### config.mk
export PLATFORM = sky130hd
export DESIGN_NAME = cpu_addressing_mode_sequencer_flat
export DESIGN_NICKNAME = d
export VERILOG_FILES = /design/src/sv/cams_pkg.sv /design/src/sv/cams_in_if.sv /design/src/sv/cams_out_if.sv /design/src/sv/cams_step.sv /design/src/sv/cpu_addressing_mode_sequencer.sv /design/src/flat_wrapper.sv
export VERILOG_INCLUDE_DIRS = /design/src /design/src/sv
export SDC_FILE = /design/constraint.sdc
export NUM_CORES = 1
export LEC_CHECK = 0
export ABC_AREA = 1
export ABC_CLOCK_PERIOD_IN_PS = 4450
export BUFFER_PORTS_ARGS = -buffer_cell sky130_fd_sc_hd__buf_4
export CAP_MARGIN = 20
export CORE_ASPECT_RATIO = 2
export CORE_MARGIN = 3
export CORE_UTILIZATION = 55
export CTS_CLUSTER_SIZE = 20
export DETAILED_ROUTE_END_ITERATION = 8
export MAX_ROUTING_LAYER = met4
export PLACE_DENSITY = 0.75
export SLEW_MARGIN = 20
export SYNTH_ARGS = -nofsm -noshare
export SYNTH_HDL_FRONTEND = slang
export SYNTH_SLANG_ARGS = --single-unit
### constraint.sdc
create_clock -name clk_i -period 4.45 [get_ports clk_i]
set_input_delay 0.2225 -clock clk_i [delete_from_list [all_inputs] [get_ports clk_i]]
set_output_delay 0.2225 -clock clk_i [all_outputs]
set_load 0.05 [all_outputs]
### src/sv/cpu_addressing_mode_sequencer_defines.svh
// Assertion macros shared by the addressing-mode sequencer RTL.
// Depends on nothing; included by files that carry concurrent assertions.
`ifndef CPU_ADDRESSING_MODE_SEQUENCER_DEFINES_SVH
`define CPU_ADDRESSING_MODE_SEQUENCER_DEFINES_SVH

// Same-cycle implication, disabled while reset is asserted.
`define CAMS_ASSERT_IMPL(lbl, clk, rstn, ante, cons) \
  lbl: assert property (@(posedge clk) disable iff (!(rstn)) (ante) |-> (cons)) \
    else $error("cams assertion failed");

// Next-cycle implication, disabled while reset is asserted.
`define CAMS_ASSERT_NEXT(lbl, clk, rstn, ante, cons) \
  lbl: assert property (@(posedge clk) disable iff (!(rstn)) (ante) |=> (cons)) \
    else $error("cams assertion failed");

`endif

### src/sv/cams_pkg.sv
// Types and constants for the addressing-mode sequencer.
// Depends on nothing; used by the step logic and the top level.
`timescale 1ns / 1ps

package cams_pkg;

  // Addressing mode codes; codes above MODE_INDY are unused.
  typedef enum logic [3:0] {
    MODE_IMPL = 4'd0,
    MODE_ACC  = 4'd1,
    MODE_IMM  = 4'd2,
    MODE_ZP   = 4'd3,
    MODE_ABS  = 4'd4,
    MODE_ZPX  = 4'd5,
    MODE_ZPY  = 4'd6,
    MODE_ABSX = 4'd7,
    MODE_ABSY = 4'd8,
    MODE_INDX = 4'd9,
    MODE_INDY = 4'd10
  } mode_e;

  localparam logic [2:0] STEP_MAX = 3'd7;

  // One bus cycle as presented to the sequencer.
  typedef struct packed {
    logic [3:0]  mode;
    logic        first_cycle;
    logic [7:0]  data_bus;
    logic [7:0]  index_x;
    logic [7:0]  index_y;
    logic [15:0] prog_counter;
  } item_t;

  // Sequencer state carried from cycle to cycle.
  typedef struct packed {
    logic [2:0]  step_count;
    logic [8:0]  low_buffer;
    logic [7:0]  high_byte;
    logic [15:0] address_reg;
  } state_t;

  // One result item.
  typedef struct packed {
    logic [15:0] bus_address;
    logic        read_driven;
    logic        pc_advance;
    logic        done_res;
    logic        carry_cycle;
  } res_t;

endpackage

### src/sv/cams_in_if.sv
// Input channel of the addressing-mode sequencer: valid/ready plus one bus cycle.
// Depends on nothing.
`timescale 1ns / 1ps

interface cams_in_if;
  logic        valid;
  logic        ready;
  logic [3:0]  mode;
  logic        first_cycle;
  logic [7:0]  data_bus;
  logic [7:0]  index_x;
  logic [7:0]  index_y;
  logic [15:0] prog_counter;

  modport source (
    output valid, mode, first_cycle, data_bus, index_x, index_y, prog_counter,
    input  ready
  );

  modport sink (
    input  valid, mode, first_cycle, data_bus, index_x, index_y, prog_counter,
    output ready
  );
endinterface

### src/sv/cams_out_if.sv
// Output channel of the addressing-mode sequencer: valid/ready plus one result.
// Depends on nothing.
`timescale 1ns / 1ps

interface cams_out_if;
  logic        valid;
  logic        ready;
  logic [15:0] bus_address;
  logic        read_driven;
  logic        pc_advance;
  logic        done_res;
  logic        carry_cycle;

  modport source (
    output valid, bus_address, read_driven, pc_advance, done_res, carry_cycle,
    input  ready
  );

  modport sink (
    input  valid, bus_address, read_driven, pc_advance, done_res, carry_cycle,
    output ready
  );
endinterface

### src/sv/cams_step.sv
// Combinational step of the addressing-mode sequencer: next state and result
// for one bus cycle. Depends on cams_pkg.
`timescale 1ns / 1ps

module cams_step (
  input  cams_pkg::item_t  item_i,
  input  cams_pkg::state_t state_i,
  output cams_pkg::state_t state_o,
  output cams_pkg::res_t   res_o
);
  import cams_pkg::*;

  mode_e      mode;
  logic [2:0] step;
  logic [7:0] idx;
  logic [2:0] test_step;
  logic       known_mode;
  logic       skip_fixup;
  logic [3:0] step_sum;
  state_t     nxt;
  res_t       res;

  assign mode       = mode_e'(item_i.mode);
  assign known_mode = (item_i.mode <= MODE_INDY);

  // A new instruction restarts the step count before the cycle is handled.
  assign step      = item_i.first_cycle ? 3'd0 : state_i.step_count;
  assign idx       = (mode == MODE_ZPY || mode == MODE_ABSY) ? item_i.index_y
                                                             : item_i.index_x;
  assign test_step = (mode == MODE_INDY) ? 3'd3 : 3'd2;

  // Per-mode decoding of the current step.
  always_comb begin
    nxt        = state_i;
    res        = '0;
    res.done_res = 1'b1;
    skip_fixup = 1'b0;

    if (known_mode && mode != MODE_ACC && step == 3'd0) begin
      // Opcode-following byte, or a dummy read for implied mode.
      res.read_driven = 1'b1;
      nxt.address_reg = item_i.prog_counter;
      res.pc_advance  = (mode != MODE_IMPL);
      res.done_res    = (mode == MODE_IMM);
    end else begin
      case (mode)
        MODE_ACC: begin
          res.read_driven = 1'b1;
        end
        MODE_ZP: begin
          if (step == 3'd1) begin
            nxt.address_reg = {8'h00, item_i.data_bus};
          end
        end
        MODE_ABS: begin
          if (step == 3'd1) begin
            nxt.low_buffer  = {1'b0, item_i.data_bus};
            res.read_driven = 1'b1;
            res.pc_advance  = 1'b1;
            res.done_res    = 1'b0;
            nxt.address_reg = item_i.prog_counter;
          end else if (step == 3'd2) begin
            nxt.high_byte   = item_i.data_bus;
            nxt.address_reg = {item_i.data_bus, state_i.low_buffer[7:0]};
          end
        end
        MODE_ZPX, MODE_ZPY: begin
          // Indexing wraps within page zero.
          if (step == 3'd1) begin
            nxt.low_buffer = {1'b0, item_i.data_bus + idx};
            res.done_res   = 1'b0;
          end else if (step == 3'd2) begin
            nxt.address_reg = {8'h00, state_i.low_buffer[7:0]};
          end
        end
        MODE_ABSX, MODE_ABSY, MODE_INDY: begin
          if (mode == MODE_INDY && step == 3'd1) begin
            // Fetch the low pointer byte from page zero.
            nxt.low_buffer  = {1'b0, item_i.data_bus};
            res.read_driven = 1'b1;
            res.done_res    = 1'b0;
            nxt.address_reg = {8'h00, item_i.data_bus};
          end else if (step == test_step - 3'd1) begin
            // Add the index, keeping the page carry in bit 8.
            nxt.low_buffer = {1'b0, item_i.data_bus}
                           + {1'b0, (mode == MODE_INDY) ? item_i.index_y : idx};
            res.read_driven = 1'b1;
            res.done_res    = 1'b0;
            if (mode == MODE_INDY) begin
              nxt.address_reg = {8'h00, state_i.address_reg[7:0] + 8'd1};
            end else begin
              nxt.address_reg = item_i.prog_counter;
              res.pc_advance  = 1'b1;
            end
          end else if (step == test_step) begin
            // Page test: a carry costs a fix-up cycle.
            if (state_i.low_buffer[8]) begin
              nxt.low_buffer  = {1'b0, state_i.low_buffer[7:0]};
              nxt.high_byte   = item_i.data_bus + 8'd1;
              res.carry_cycle = 1'b1;
              res.done_res    = 1'b0;
            end else begin
              nxt.high_byte   = item_i.data_bus;
              nxt.address_reg = {item_i.data_bus, state_i.low_buffer[7:0]};
              skip_fixup      = 1'b1;
            end
          end else if (step == test_step + 3'd1) begin
            nxt.address_reg = {state_i.high_byte, state_i.low_buffer[7:0]};
          end
        end
        MODE_INDX: begin
          if (step == 3'd1) begin
            nxt.low_buffer = {1'b0, item_i.data_bus + item_i.index_x};
            res.done_res   = 1'b0;
          end else if (step == 3'd2) begin
            res.read_driven = 1'b1;
            res.done_res    = 1'b0;
            nxt.address_reg = {8'h00, state_i.low_buffer[7:0]};
          end else if (step == 3'd3) begin
            nxt.low_buffer  = {1'b0, item_i.data_bus};
            res.read_driven = 1'b1;
            res.done_res    = 1'b0;
            nxt.address_reg = {8'h00, state_i.address_reg[7:0] + 8'd1};
          end else if (step == 3'd4) begin
            nxt.high_byte   = item_i.data_bus;
            nxt.address_reg = {item_i.data_bus, state_i.low_buffer[7:0]};
          end
        end
        default: begin
          // Implied and immediate modes after their first step, and unused codes: nothing driven.
        end
      endcase
    end
  end

  // Step counter advances by one, or by two when the fix-up slot is skipped,
  // and saturates.
  assign step_sum = {1'b0, step} + (skip_fixup ? 4'd2 : 4'd1);

  always_comb begin
    state_o = nxt;
    state_o.step_count = step_sum[3] ? STEP_MAX : step_sum[2:0];
    res_o = res;
    res_o.bus_address = nxt.address_reg;
  end

endmodule

### src/sv/cpu_addressing_mode_sequencer.sv
// Cycle-by-cycle effective-address sequencer for the eleven addressing modes of
// an 8-bit CPU. Each input item is one bus cycle and yields exactly one result
// item. The block takes one item per clock while the output is not stalled; an
// item passes through an input register, then the result register, and the
// sequencer state is updated as the item moves from the first register to the
// second, so consecutive items see each other's effects with no bubble. A stall
// on the output holds both registers and drops input ready only when both are
// full. Depends on cams_pkg, cams_in_if, cams_out_if, cams_step and the defines
// header.
`timescale 1ns / 1ps
`include "cpu_addressing_mode_sequencer_defines.svh"

module cpu_addressing_mode_sequencer (
  input logic       clk_i,
  input logic       rst_ni,
  cams_in_if.sink   in_i,
  cams_out_if.source out_o
);
  import cams_pkg::*;

  logic   in_vld_q;
  item_t  item_q;
  item_t  item_d;
  logic   out_vld_q;
  res_t   res_q;
  res_t   res_d;
  state_t state_q;
  state_t state_d;
  logic   advance;
  logic   accept;

  // Handshake: the input register moves on whenever the result register is
  // free or being emptied.
  assign advance     = in_vld_q && (!out_vld_q || out_o.ready);
  assign in_i.ready  = !in_vld_q || advance;
  assign accept      = in_i.valid && in_i.ready;

  assign item_d = '{mode:         in_i.mode,
                    first_cycle:  in_i.first_cycle,
                    data_bus:     in_i.data_bus,
                    index_x:      in_i.index_x,
                    index_y:      in_i.index_y,
                    prog_counter: in_i.prog_counter};

  // Input register.
  always_ff @(posedge clk_i or negedge rst_ni) begin
    if (!rst_ni) begin
      in_vld_q <= 1'b0;
    end else if (in_i.ready) begin
      in_vld_q <= in_i.valid;
    end
  end

  always_ff @(posedge clk_i) begin
    if (accept) begin
      item_q <= item_d;
    end
  end

  // Address sequencing for one bus cycle.
  cams_step u_step (
    .item_i  (item_q),
    .state_i (state_q),
    .state_o (state_d),
    .res_o   (res_d)
  );

  // Sequencer state and result register.
  always_ff @(posedge clk_i or negedge rst_ni) begin
    if (!rst_ni) begin
      state_q   <= '0;
      out_vld_q <= 1'b0;
    end else begin
      if (advance) begin
        state_q   <= state_d;
        out_vld_q <= 1'b1;
      end else if (out_o.ready) begin
        out_vld_q <= 1'b0;
      end
    end
  end

  always_ff @(posedge clk_i) begin
    if (advance) begin
      res_q <= res_d;
    end
  end

  assign out_o.valid       = out_vld_q;
  assign out_o.bus_address = res_q.bus_address;
  assign out_o.read_driven = res_q.read_driven;
  assign out_o.pc_advance  = res_q.pc_advance;
  assign out_o.done_res    = res_q.done_res;
  assign out_o.carry_cycle = res_q.carry_cycle;

  // A fix-up cycle is never the last one and issues no read.
  `CAMS_ASSERT_IMPL(a_carry_not_done, clk_i, rst_ni, out_vld_q && res_q.carry_cycle, !res_q.done_res && !res_q.read_driven)
  // Advancing PC always goes with a read.
  `CAMS_ASSERT_IMPL(a_adv_reads, clk_i, rst_ni, out_vld_q && res_q.pc_advance, res_q.read_driven)
  // Within one instruction the step count never goes back.
  `CAMS_ASSERT_NEXT(a_step_mono, clk_i, rst_ni, advance && !item_q.first_cycle, state_q.step_count >= $past(state_q.step_count))
  // The fix-up cycle leaves the bus address where it was.
  `CAMS_ASSERT_NEXT(a_carry_holds_addr, clk_i, rst_ni, advance && res_d.carry_cycle, state_q.address_reg == $past(state_q.address_reg))
  // Both registers full and stalled: no item may enter.
  `CAMS_ASSERT_IMPL(a_full_stall, clk_i, rst_ni, in_vld_q && out_vld_q && !out_o.ready, !in_i.ready)

endmodule

### src/flat_wrapper.sv
// flat-port wrapper written by rule: the top's interface ports become plain ports
module cpu_addressing_mode_sequencer_flat import cams_pkg::*;
  (clk_i, rst_ni, in_i_valid, in_i_mode, in_i_first_cycle, in_i_data_bus, in_i_index_x, in_i_index_y, in_i_prog_counter, in_i_ready, out_o_valid, out_o_bus_address, out_o_read_driven, out_o_pc_advance, out_o_done_res, out_o_carry_cycle, out_o_ready);
  cams_in_if in_i_i ();
  cams_out_if out_o_i ();
  input logic clk_i;
  input logic rst_ni;
  input wire logic [$bits(in_i_i.valid)-1:0] in_i_valid;
  input wire logic [$bits(in_i_i.mode)-1:0] in_i_mode;
  input wire logic [$bits(in_i_i.first_cycle)-1:0] in_i_first_cycle;
  input wire logic [$bits(in_i_i.data_bus)-1:0] in_i_data_bus;
  input wire logic [$bits(in_i_i.index_x)-1:0] in_i_index_x;
  input wire logic [$bits(in_i_i.index_y)-1:0] in_i_index_y;
  input wire logic [$bits(in_i_i.prog_counter)-1:0] in_i_prog_counter;
  output wire logic [$bits(in_i_i.ready)-1:0] in_i_ready;
  output wire logic [$bits(out_o_i.valid)-1:0] out_o_valid;
  output wire logic [$bits(out_o_i.bus_address)-1:0] out_o_bus_address;
  output wire logic [$bits(out_o_i.read_driven)-1:0] out_o_read_driven;
  output wire logic [$bits(out_o_i.pc_advance)-1:0] out_o_pc_advance;
  output wire logic [$bits(out_o_i.done_res)-1:0] out_o_done_res;
  output wire logic [$bits(out_o_i.carry_cycle)-1:0] out_o_carry_cycle;
  input wire logic [$bits(out_o_i.ready)-1:0] out_o_ready;
  assign in_i_i.valid = in_i_valid;
  assign in_i_i.mode = in_i_mode;
  assign in_i_i.first_cycle = in_i_first_cycle;
  assign in_i_i.data_bus = in_i_data_bus;
  assign in_i_i.index_x = in_i_index_x;
  assign in_i_i.index_y = in_i_index_y;
  assign in_i_i.prog_counter = in_i_prog_counter;
  assign in_i_ready = in_i_i.ready;
  assign out_o_valid = out_o_i.valid;
  assign out_o_bus_address = out_o_i.bus_address;
  assign out_o_read_driven = out_o_i.read_driven;
  assign out_o_pc_advance = out_o_i.pc_advance;
  assign out_o_done_res = out_o_i.done_res;
  assign out_o_carry_cycle = out_o_i.carry_cycle;
  assign out_o_i.ready = out_o_ready;
  cpu_addressing_mode_sequencer u_core (.clk_i(clk_i), .rst_ni(rst_ni), .in_i(in_i_i), .out_o(out_o_i));
endmodule
==> metrics.cfg, run 1 <==
[synthesis]
synthMostInstantiatedCell=nand2_1
syn_inst=1032
synth_nets=1112
yosysSeqAreaShare_pct=38.62
synth-simple-area-share_pct=27.53
ys_top_cells_by_count=299 x nand2_1, 103 x inv_1, 101 x o21ai_0
synthXorXnorAreaFrac_pct=1.515
async_flop_share_pct=36.89
syn_area_um2=7517
synthFlopType=edfxtp_1
synth_top_family_by_area=simple AND/OR/NAND/NOR gates
synth_adder_area_share_pct=5.559
postSynthAreaPerCell_um2=7.284
synth_top_area_share_pct=25.97
synth_compound_area_share_pct=18.44
synth_top_area_cell=edfxtp_1
synth_area_leaders=edfxtp_1 26%, nand2_1 15%, dfrtp_1 13%, o21ai_0 6.7%, a21oi_1 6.0%
ys_types=45
muxShareOfSynthArea_pct=0
synth_edf_count=65
ys_ff_latch=103
yosysWarnings=0

[pwr]
p_int_mw=2.245
swShare_pct=45.81
pwr-share-clk_pct=18.8
vdd.ir_drop.worst_mv=0.2391
power_mw=4.143
cellLeakagePower_nw=3.970
power.density_nw_per_um2=490.5
power_frac_seq_pct=37.2
p_sw_mw=1.898
power_frac_comb_pct=44.0

[clock_network]
clockRootBuffer=clkbuf_16
h-tree-depth=3
cts_setup_buffers=0
insertion_delay_ns=0.37
clk_pin_slew_worst_paths_ns=0.08
clock_sinks=103
cts_made_buffers=9
cts_tree=built
cts_buffer_depth=2

[global_routing]
grt_pass1_wl_um=39420
grt.total_usage_pct=36.19
grt-ovfl-total=0
grt_pass1_vias=7255
grt_max_degree=46
antenna_found_initial=0

[timing]
whs_ns=0.02079
hold_viol_final=0
setup_viol=0
period_minus_slack_ns=3.333
fin_crit_sh_pct=74.91
worstMarginPinSlew_ns=1.045
fin_tns_setup_ns=0
clock-skew-final_ns=0.01367
rsz0062_at_grt=no
finalMaxSlewViolations=0
relSlewSlack_pct=30.22
clock.fmax_ghz=0.3000

[die]
dieHeight_um=171.3
die_width_um=88.67
io-pin-count=71
die-area_um2=15190
core_area_um2=13210
rows=59
initial_core_util_pct=56.89

[worst_setup_path]
critical_path_class=flip-flop to flip-flop
cp-start-kind=flip-flop
cp-end-kind=flip-flop
crit_arrival_ns=3.58
path_cells=nor2_2, nand2_1, nand2_1, nor2_1, a21oi_1, nand2_1, o21ai_0, ha_1, inv_1, fa_1, o21ai_0, xor2_1, nand2_1, nand3_1, o2111ai_1, o21ai_0, o21ai_0
max_stage_delay_ns=0.48
worstPathMaxFanout=7
slowest_stage=edfxtp_1
cp_data_required_time_ns=4.70

[route]
drc=0
vias=7594
drt_iter0_markers=613
via_per_inst=6.070
routed_wl_um=25860
ant_nets=0
wl_per_cell_um=20.67
first_pass_iters=6

[cells_and_area]
fin_nets=1174
insertedDiodeCount=0
syn_to_final_growth_pct=12.37
n_fill_cell=1241
drive_above_1_share_pct=13.83
stdcell_count=1251

[min_path]
hp-class=input pin to flip-flop

[placed_design]
io_buffers=70
gp_congestion=1.049
dp_cells=1234
hpwl_um=19450

[status]
status=completed

[flow_run]
drv_cap=0

[kinds of logic (layout without fill, tap and decap cells)]
kind of cell	count (synthesis)	count (layout)
AND/OR/NAND/NOR	481	481
AO/OA/AOI/OAI	251	251
buffers and inverters	153	220
flip-flops	103	103
adder cells (fa/ha/maj)	31	31
XOR/XNOR	13	13
[layout by cell type (no fill, tap or decap), types with 3 or more instances in the layout]
cell / instances
nand2_1: 299
inv_1: 102
o21ai_0: 101
a21oi_1: 90
buf_4: 81
nor2_1: 66
edfxtp_1: 65
nand3_1: 54
dfrtp_1: 38
ha_1: 27
o211ai_1: 23
inv_2: 19
nor3_1: 19
o21ai_1: 15
nor2_2: 11
xor2_1: 9
clkbuf_16: 9
nand2_2: 8
a31oi_1: 8
nor2_4: 6
or2_2: 5
nand4_1: 4
xnor2_1: 4
fa_1: 4
nand2_4: 3
o2111ai_1: 3
[stage by stage]
stage | setup slack (ns) | utilization, % | area [µm²]
finish | 1.117 | 63.92 | 8447
global route | 0.7892 | 63.92 | 8447
CTS | 1.130 | 63.92 | 8447
detailed placement | 1.158 | 61.65 | 8147
global placement | 1.206 | 61.65 | 8147
floorplan | 1.375 | - | 7517
[flip-flops by register name, summed over array words and instances, names as in the netlist]
| signal | cells |
|---|---|
| u_core.out_o.carry_cycle | 1 |
| u_core.in_vld_q | 1 |
| u_core.item_q | 45 |
| u_core.out_o.done_res | 1 |
| u_core.out_o.pc_advance | 1 |
| u_core.state_q | 36 |
| u_core.out_o.bus_address | 16 |
| u_core.out_o.valid | 1 |
| u_core.out_o.read_driven | 1 |
[cell type report]
type,instances,area [µm²],share of cell area (%)
Tap cell,152,190.2,2.252
Multi-Input combinational cell,776,3988,47.21
Sequential cell,103,2903,34.37
Clock inverter,7,65.06,0.7703
Timing Repair Buffer,82,618.1,7.317
Inverter,122,457.9,5.421
Clock buffer,9,225.2,2.666
[routing by layer]
metal  track usage, %  routed length, µm  vias to the layer above
met1            37.50               8952                     3499
li1                 -                  -                     3579
met5                -                  0                        -
met4            24.67               2149                        0
met3            6.711               1699                      135
met2            60.39              13060                      381
[timing repair]
item | 4_1_cts | 5_1_grt
resized for setup | 0 | 0
hold buffers | 1 | 0
endpoints found under the hold margin | 38 | 0
[power by group through the flow]
stage | sequential (mW) | clock [mW] | combinational (mW)
global placement | 1.54 | 0 | 1.77
global route | 1.56 | 0.817 | 2.02
detailed placement | 1.54 | 0 | 1.79
CTS | 1.53 | 0.783 | 1.80
finish | 1.54 | 0.781 | 1.82
floorplan | 1.62 | 0 | 1.16
[worst max-delay path: cells and delay by family (launching register included)]
kind	cells	cell delay, ns
buf+inv	1	0.06
flops	1	0.48
simple gates	7	0.88
fa+ha+maj	2	0.62
xor+xnor	1	0.18
compound gates	6	0.98
[path summary, 6_finish.rpt]
check	cells past startpoint	endpoint	from	slack, ns
min in group asynchronous	2	u_core.state_q[7]$_DFFE_PN0P_	rst_ni	0.39
min reg2reg	2	u_core.state_q[15]$_DFFE_PN0P_	u_core.state_q[15]$_DFFE_PN0P_	0.53
max reg2reg	17	u_core.state_q[28]$_DFFE_PN0P_	u_core.item_q[41]$_DFFE_PP_	1.12
max in group asynchronous	2	u_core.state_q[35]$_DFFE_PN0P_	rst_ni	3.66
max	17	u_core.state_q[28]$_DFFE_PN0P_	u_core.item_q[41]$_DFFE_PP_	1.12
min	1	u_core.item_q[34]$_DFFE_PP_	in_i_data_bus[2]	0.02
Power figures use the tool's default switching activity.
==> inputs of run 2 (changes only) <==
ABC_CLOCK_PERIOD_IN_PS = 3300   (was 4450)
clock period = 3.3 ns   (was 4.45 ns; I/O delays follow)
==> run 2 against run 1 <==
Against the previous run: clock skew is 0.0017 ns higher; register-to-register slack got worse by 0.84 ns; critical path depth is 3 higher; count of clock-buffer cells in the layout stayed put; setup slack lost 0.84 ns; worst hold slack improved by 0.022 ns; critical path type unchanged; largest power group unchanged; highest routed layer unchanged.
==> metrics.cfg, run 2 (synthesis results as in run 1) <==
[global_routing]
grt_pass1_wl_um=41190
grt-ovfl-total=0
grt.total_usage_pct=37.51
grt_pass1_vias=7787
antenna_found_initial=0
grt_max_degree=46

[die]
die-area_um2=15190
initial_core_util_pct=56.89
die_width_um=88.67
rows=59
io-pin-count=71
dieHeight_um=171.3
core_area_um2=13210

[cells_and_area]
fin_nets=1241
insertedDiodeCount=0
largest-register=u_core.item_q
design_area_um2=9099
final_common_cell=nand2_1
largest_reg_flops=45
final_cell_mix=298 x nand2_1, 102 x inv_1, 102 x buf_4, 99 x o21ai_0, 89 x a21oi_1
drive_above_1_share_pct=15.27
syn_to_final_growth_pct=21.04

[worst_setup_path]
path_buf_inv=2
crit_arrival_ns=3.28
crit_end=u_core.state_q[30]$_DFFE_PN0P_
max_stage_delay_ns=0.49
critPathLaunch=u_core.item_q[42]$_DFFE_PP_
cp-start-kind=flip-flop
worstPathMaxFanout=7
rr_worst_depth=20
r2r_end=u_core.state_q[30]$_DFFE_PN0P_
cp_data_required_time_ns=3.56
slowest_stage=edfxtp_1
path_delay_family=simple AND/OR/NAND/NOR gates
cp-end-kind=flip-flop
r2r_start=u_core.item_q[42]$_DFFE_PP_
critical_path_class=flip-flop to flip-flop
cp.depth=20
cpMostUsedCell=nand2_1
path_cells=nor2_4, nand2_1, nand2_4, nor2_1, a21oi_2, ha_2, inv_1, fa_1, inv_1, nand3_1, nand2_1, nand2_1, nand2_1, a21oi_1, nor2_1, o21ai_0, a21oi_1, o21ai_0, nand2_1, nand2_1
regToRegSetupSlack_ns=0.28

[route]
routed_wl_um=26610
wl_per_cell_um=20.19
via_per_inst=5.983
drt_iter0_markers=800
ant_nets=0
first_pass_iters=8
vias=7886
drc=0

[timing]
fin_crit_sh_pct=91.55
clock-skew-final_ns=0.01540
period_minus_slack_ns=3.021
hold_viol_final=0
fin_tns_setup_ns=0
relSlewSlack_pct=30.00
clock.fmax_ghz=0.3310
whs_ns=0.04292
rsz0062_at_grt=no
setup_viol=0
worstMarginPinSlew_ns=1.049
post-route-worst-setup-slack_ns=0.2789
finalMaxSlewViolations=0

[pwr]
vdd.ir_drop.worst_mv=0.2970
pwr-share-clk_pct=18.6
power_frac_seq_pct=36.3
p_sw_mw=2.572
swShare_pct=45.21
power_mw=5.689
cellLeakagePower_nw=4.268
power_frac_comb_pct=45.1
power.density_nw_per_um2=625.2
p_int_mw=3.117

[placed_design]
hpwl_um=19600
gp_congestion=1.060
post_dp_cell_area_um2=8309
io_buffers=70
dpl_worst_slack_ns=0.06251

[clock_network]
h-tree-depth=3
cts_buffer_depth=2
cts_tree=built
clockRootBuffer=clkbuf_16
insertion_delay_ns=0.37
clk_pin_slew_worst_paths_ns=0.08
clock_sinks=103
cts_made_buffers=9

[min_path]
hp-class=input pin to flip-flop
min-delay-start=in_i_valid

[status]
status=completed

[flow_run]
drv_cap=0

## run 2: cell types whose count changed in the layout (fill, tap and decap cells not counted), sizes merged
| cell | previous run | this run |
|---|---|---|
| buf | 81 | 103 |
| clkinv | 4 | 3 |
| clkinvlp | 1 | 2 |
| dlygate4sd3 | 1 | 46 |
## run 2: final cells by class
| class | instances | area, µm² |
|---|---|---|
| inverters | 122 | 457.9 |
| multi-input cells | 776 | 4011 |
| repair buffers | 149 | 1246 |
| flip-flops and latches | 103 | 2903 |
| clock inverters | 7 | 65.06 |
| fillers | 1138 | 4115 |
| well taps | 152 | 190.2 |
| clock buffers | 9 | 225.2 |
## run 2: routing by layer
metal  up-vias  part of all wire, %  GRT usage, %
met5         -                    0             -
met4         0                  9.0         29.61
met3       142                  6.3         4.698
met2       430                   50         60.74
met1      3593                   35         40.18
li1       3721                    -             -
## run 2: repair_timing
action | 4_1_cts | 5_1_grt
hold endpoints to repair | 83 | 0
buffers inserted | 0 | 2
gates resized for setup | 0 | 8
hold buffers | 46 | 0
endpoints found under the setup margin | 0 | 6
## run 2: power groups by stage
stage	clock (mW)	combinational [mW]	sequential, mW
after floorplan	0	1.57	2.18
after global placement	0	2.44	2.07
after detailed placement	0	2.46	2.07
after CTS	1.07	2.51	2.05
after global routing	1.11	2.85	2.10
final	1.06	2.57	2.06
## run 2: worst min-delay path by stage
stage          slack (ns)  cells after the start                             to
2_1_floorplan       -0.13                      0    u_core.in_vld_q$_DFFE_PN0N_
3_3_place_gp         0.19                      1  u_core.state_q[5]$_DFFE_PN0P_
3_5_place_dp         0.19                      1  u_core.state_q[7]$_DFFE_PN0P_
4_1_cts              0.04                      3    u_core.in_vld_q$_DFFE_PN0N_
5_1_grt              0.08                      3    u_core.in_vld_q$_DFFE_PN0N_
6_report             0.04                      3    u_core.in_vld_q$_DFFE_PN0N_
## run 2: worst min-delay path, stage by stage
cell and delay, ns:
buf_4 0.08, nand2_1 0.06, nand2_1 0.06
## run 2: metrics by stage
step                util [%]  cells
floorplan                  -   1032
global placement       62.88   1254
detailed placement     62.88   1254
CTS                    68.56   1316
global route           68.86   1318
finish                 68.86   1318
==> inputs of run 3 (changes only) <==
==> constraint.sdc (replaced) <==
create_clock -name clk_i -period 3.3 [get_ports clk_i]
set_input_delay 0.66 -clock clk_i [delete_from_list [all_inputs] [get_ports clk_i]]
set_output_delay 0.66 -clock clk_i [all_outputs]
set_load 0.05 [all_outputs]
==> run 3 against run 2 <==
Against the previous run: clock skew down 0.0042 ns; worst hold slack improved by 0.25 ns; total power decreased by 1.7%; global-route usage down 2.9 points; sequential cell count did not move; sequential power hardly changed; largest power group unchanged.
==> metrics.cfg, run 3 (synthesis results as in run 1) <==
[timing]
worstMarginPinSlew_ns=0.6209
fin_crit_sh_pct=92.08
hold_viol_final=0
clock-skew-final_ns=0.01123
period_minus_slack_ns=3.039
finalMaxSlewViolations=0
clock.fmax_ghz=0.3291
rsz0062_at_grt=no
fin_tns_setup_ns=0
setup_viol=0
relSlewSlack_pct=58.55

[min_path]
hp-class=input pin to async pin

[die]
die_width_um=88.67
initial_core_util_pct=56.89
dieHeight_um=171.3
die-area_um2=15190
core_area_um2=13210
io-pin-count=71
rows=59

[clock_network]
cts_made_buffers=9
insertion_delay_ns=0.35
h-tree-depth=3
cts_buffer_depth=2
clk_pin_slew_worst_paths_ns=0.07
clockRootBuffer=clkbuf_16
cts_tree=built
clock_sinks=103
hold_buffers=0

[worst_setup_path]
cp_data_required_time_ns=3.52
critical_path_class=flip-flop to flip-flop
cp-end-kind=flip-flop
worstPathMaxFanout=11
cp-start-kind=flip-flop
crit_arrival_ns=3.26

[pwr]
power_frac_seq_pct=37.0
p_sw_mw=2.528
pwr-share-clk_pct=18.6
p_int_mw=3.065
swShare_pct=45.21
power.density_nw_per_um2=650.2
power_frac_comb_pct=44.4
cellLeakagePower_nw=4.063
vdd.ir_drop.worst_mv=0.3387

[status]
status=completed

[flow_run]
drv_cap=0

[route]
via_per_inst=6.023
wl_per_cell_um=19.92
drt_iter0_markers=718
routed_wl_um=25320
vias=7655
ant_nets=0
first_pass_iters=7
drc=0

[placed_design]
io_buffers=70
hpwl_um=19540
dp_cells=1254
gp_congestion=1.075

[global_routing]
grt_pass1_wl_um=38030
grt-ovfl-total=0
grt.total_usage_pct=34.65
antenna_found_initial=0
grt_pass1_vias=7138
grt_max_degree=44

[cells_and_area]
stdcell_count=1271
n_fill_cell=1239
largest-register=u_core.item_q
final_common_cell=nand2_1
insertedDiodeCount=0
largest_reg_flops=45
final_cell_mix=298 x nand2_1, 102 x inv_1, 102 x buf_4, 100 x o21ai_0, 90 x a21oi_1
syn_to_final_growth_pct=14.43
drive_above_1_share_pct=15.64
fin_nets=1194

-- run 3: cell count changes in the layout (fill, tap and decap cells not counted), sizes merged --
| cell | change |
|---|---|
| dlygate4sd3 | -46 |
| buf | -1 |
-- run 3: path summary, 6_finish.rpt --
kind | end | slack, ns | startpoint | cells after the start
setup / recovery | u_core.state_q[34]$_DFFE_PN0P_ | 0.26 | u_core.item_q[44]$_DFFE_PP_ | 14
hold / removal | u_core.state_q[5]$_DFFE_PN0P_ | 0.29 | rst_ni | 1
setup reg to reg | u_core.state_q[34]$_DFFE_PN0P_ | 0.26 | u_core.item_q[44]$_DFFE_PP_ | 14
hold reg to reg | u_core.state_q[15]$_DFFE_PN0P_ | 0.52 | u_core.state_q[15]$_DFFE_PN0P_ | 2
max in group asynchronous | u_core.state_q[23]$_DFFE_PN0P_ | 2.62 | rst_ni | 1
min in group clk_i | u_core.item_q[24]$_DFFE_PP_ | 0.47 | in_i_index_x[0] | 1
-- run 3: area by class of cell --
class	instances	area [µm²]	area share [%]
clock buffers	9	225.2	2.618
clock inverters	7	65.06	0.7564
inverters	122	457.9	5.324
multi-input cells	776	3995	46.44
flip-flops and latches	103	2903	33.75
well taps	152	190.2	2.211
repair buffers	102	765.7	8.902
-- run 3: metal layers --
metal | part of all wire [%] | vias up | track usage (%)
li1 | - | 3630 | -
met1 | 35 | 3463 | 36.97
met2 | 50 | 424 | 56.96
met3 | 6.8 | 138 | 4.746
met4 | 8.5 | 0 | 25.39
met5 | 0 | - | -
-- run 3: critical path, cell delays in order (launching register included) --
cell	delay, ns
edfxtp_1	0.48
inv_2	0.11
nor2_4	0.04
buf_4	0.14
nand2_2	0.20
buf_4	0.23
nand2_1	0.08
nand2_2	0.09
nand3_2	0.20
nor2_1	0.32
inv_1	0.08
ha_1	0.21
fa_1	0.42
o21ai_0	0.19
o21ai_0	0.10
-- run 3: power groups by stage --
| stage | clock (mW) | combinational (mW) | sequential [mW] |
|---|---|---|---|
| after floorplan | 0 | 1.57 | 2.18 |
| after global placement | 0 | 2.41 | 2.08 |
| after global routing | 1.10 | 2.74 | 2.10 |
| after CTS | 1.06 | 2.44 | 2.06 |
| final | 1.04 | 2.48 | 2.07 |
| after detailed placement | 0 | 2.44 | 2.07 |
-- run 3: timing repair --
item                                    4_1_cts  5_1_grt
buffers inserted                              0        1
endpoints found under the setup margin        0        4
resized for setup                             0        3
-- run 3: metrics by stage --
stage	utilization [%]	setup slack, ns	power, mW	instance area (µm²)	hold WS (ns)
final	65.10	0.2612	5.593	8602	0.2907
after global routing	65.10	0.002993	5.939	8602	0.3249
after CTS	64.98	0.1064	5.560	8587	0.3077
after detailed placement	62.79	0.1322	4.511	8297	0.4945
after global placement	62.79	0.2112	4.482	8297	0.4958
after floorplan	-	0.2253	3.751	7517	0.3644
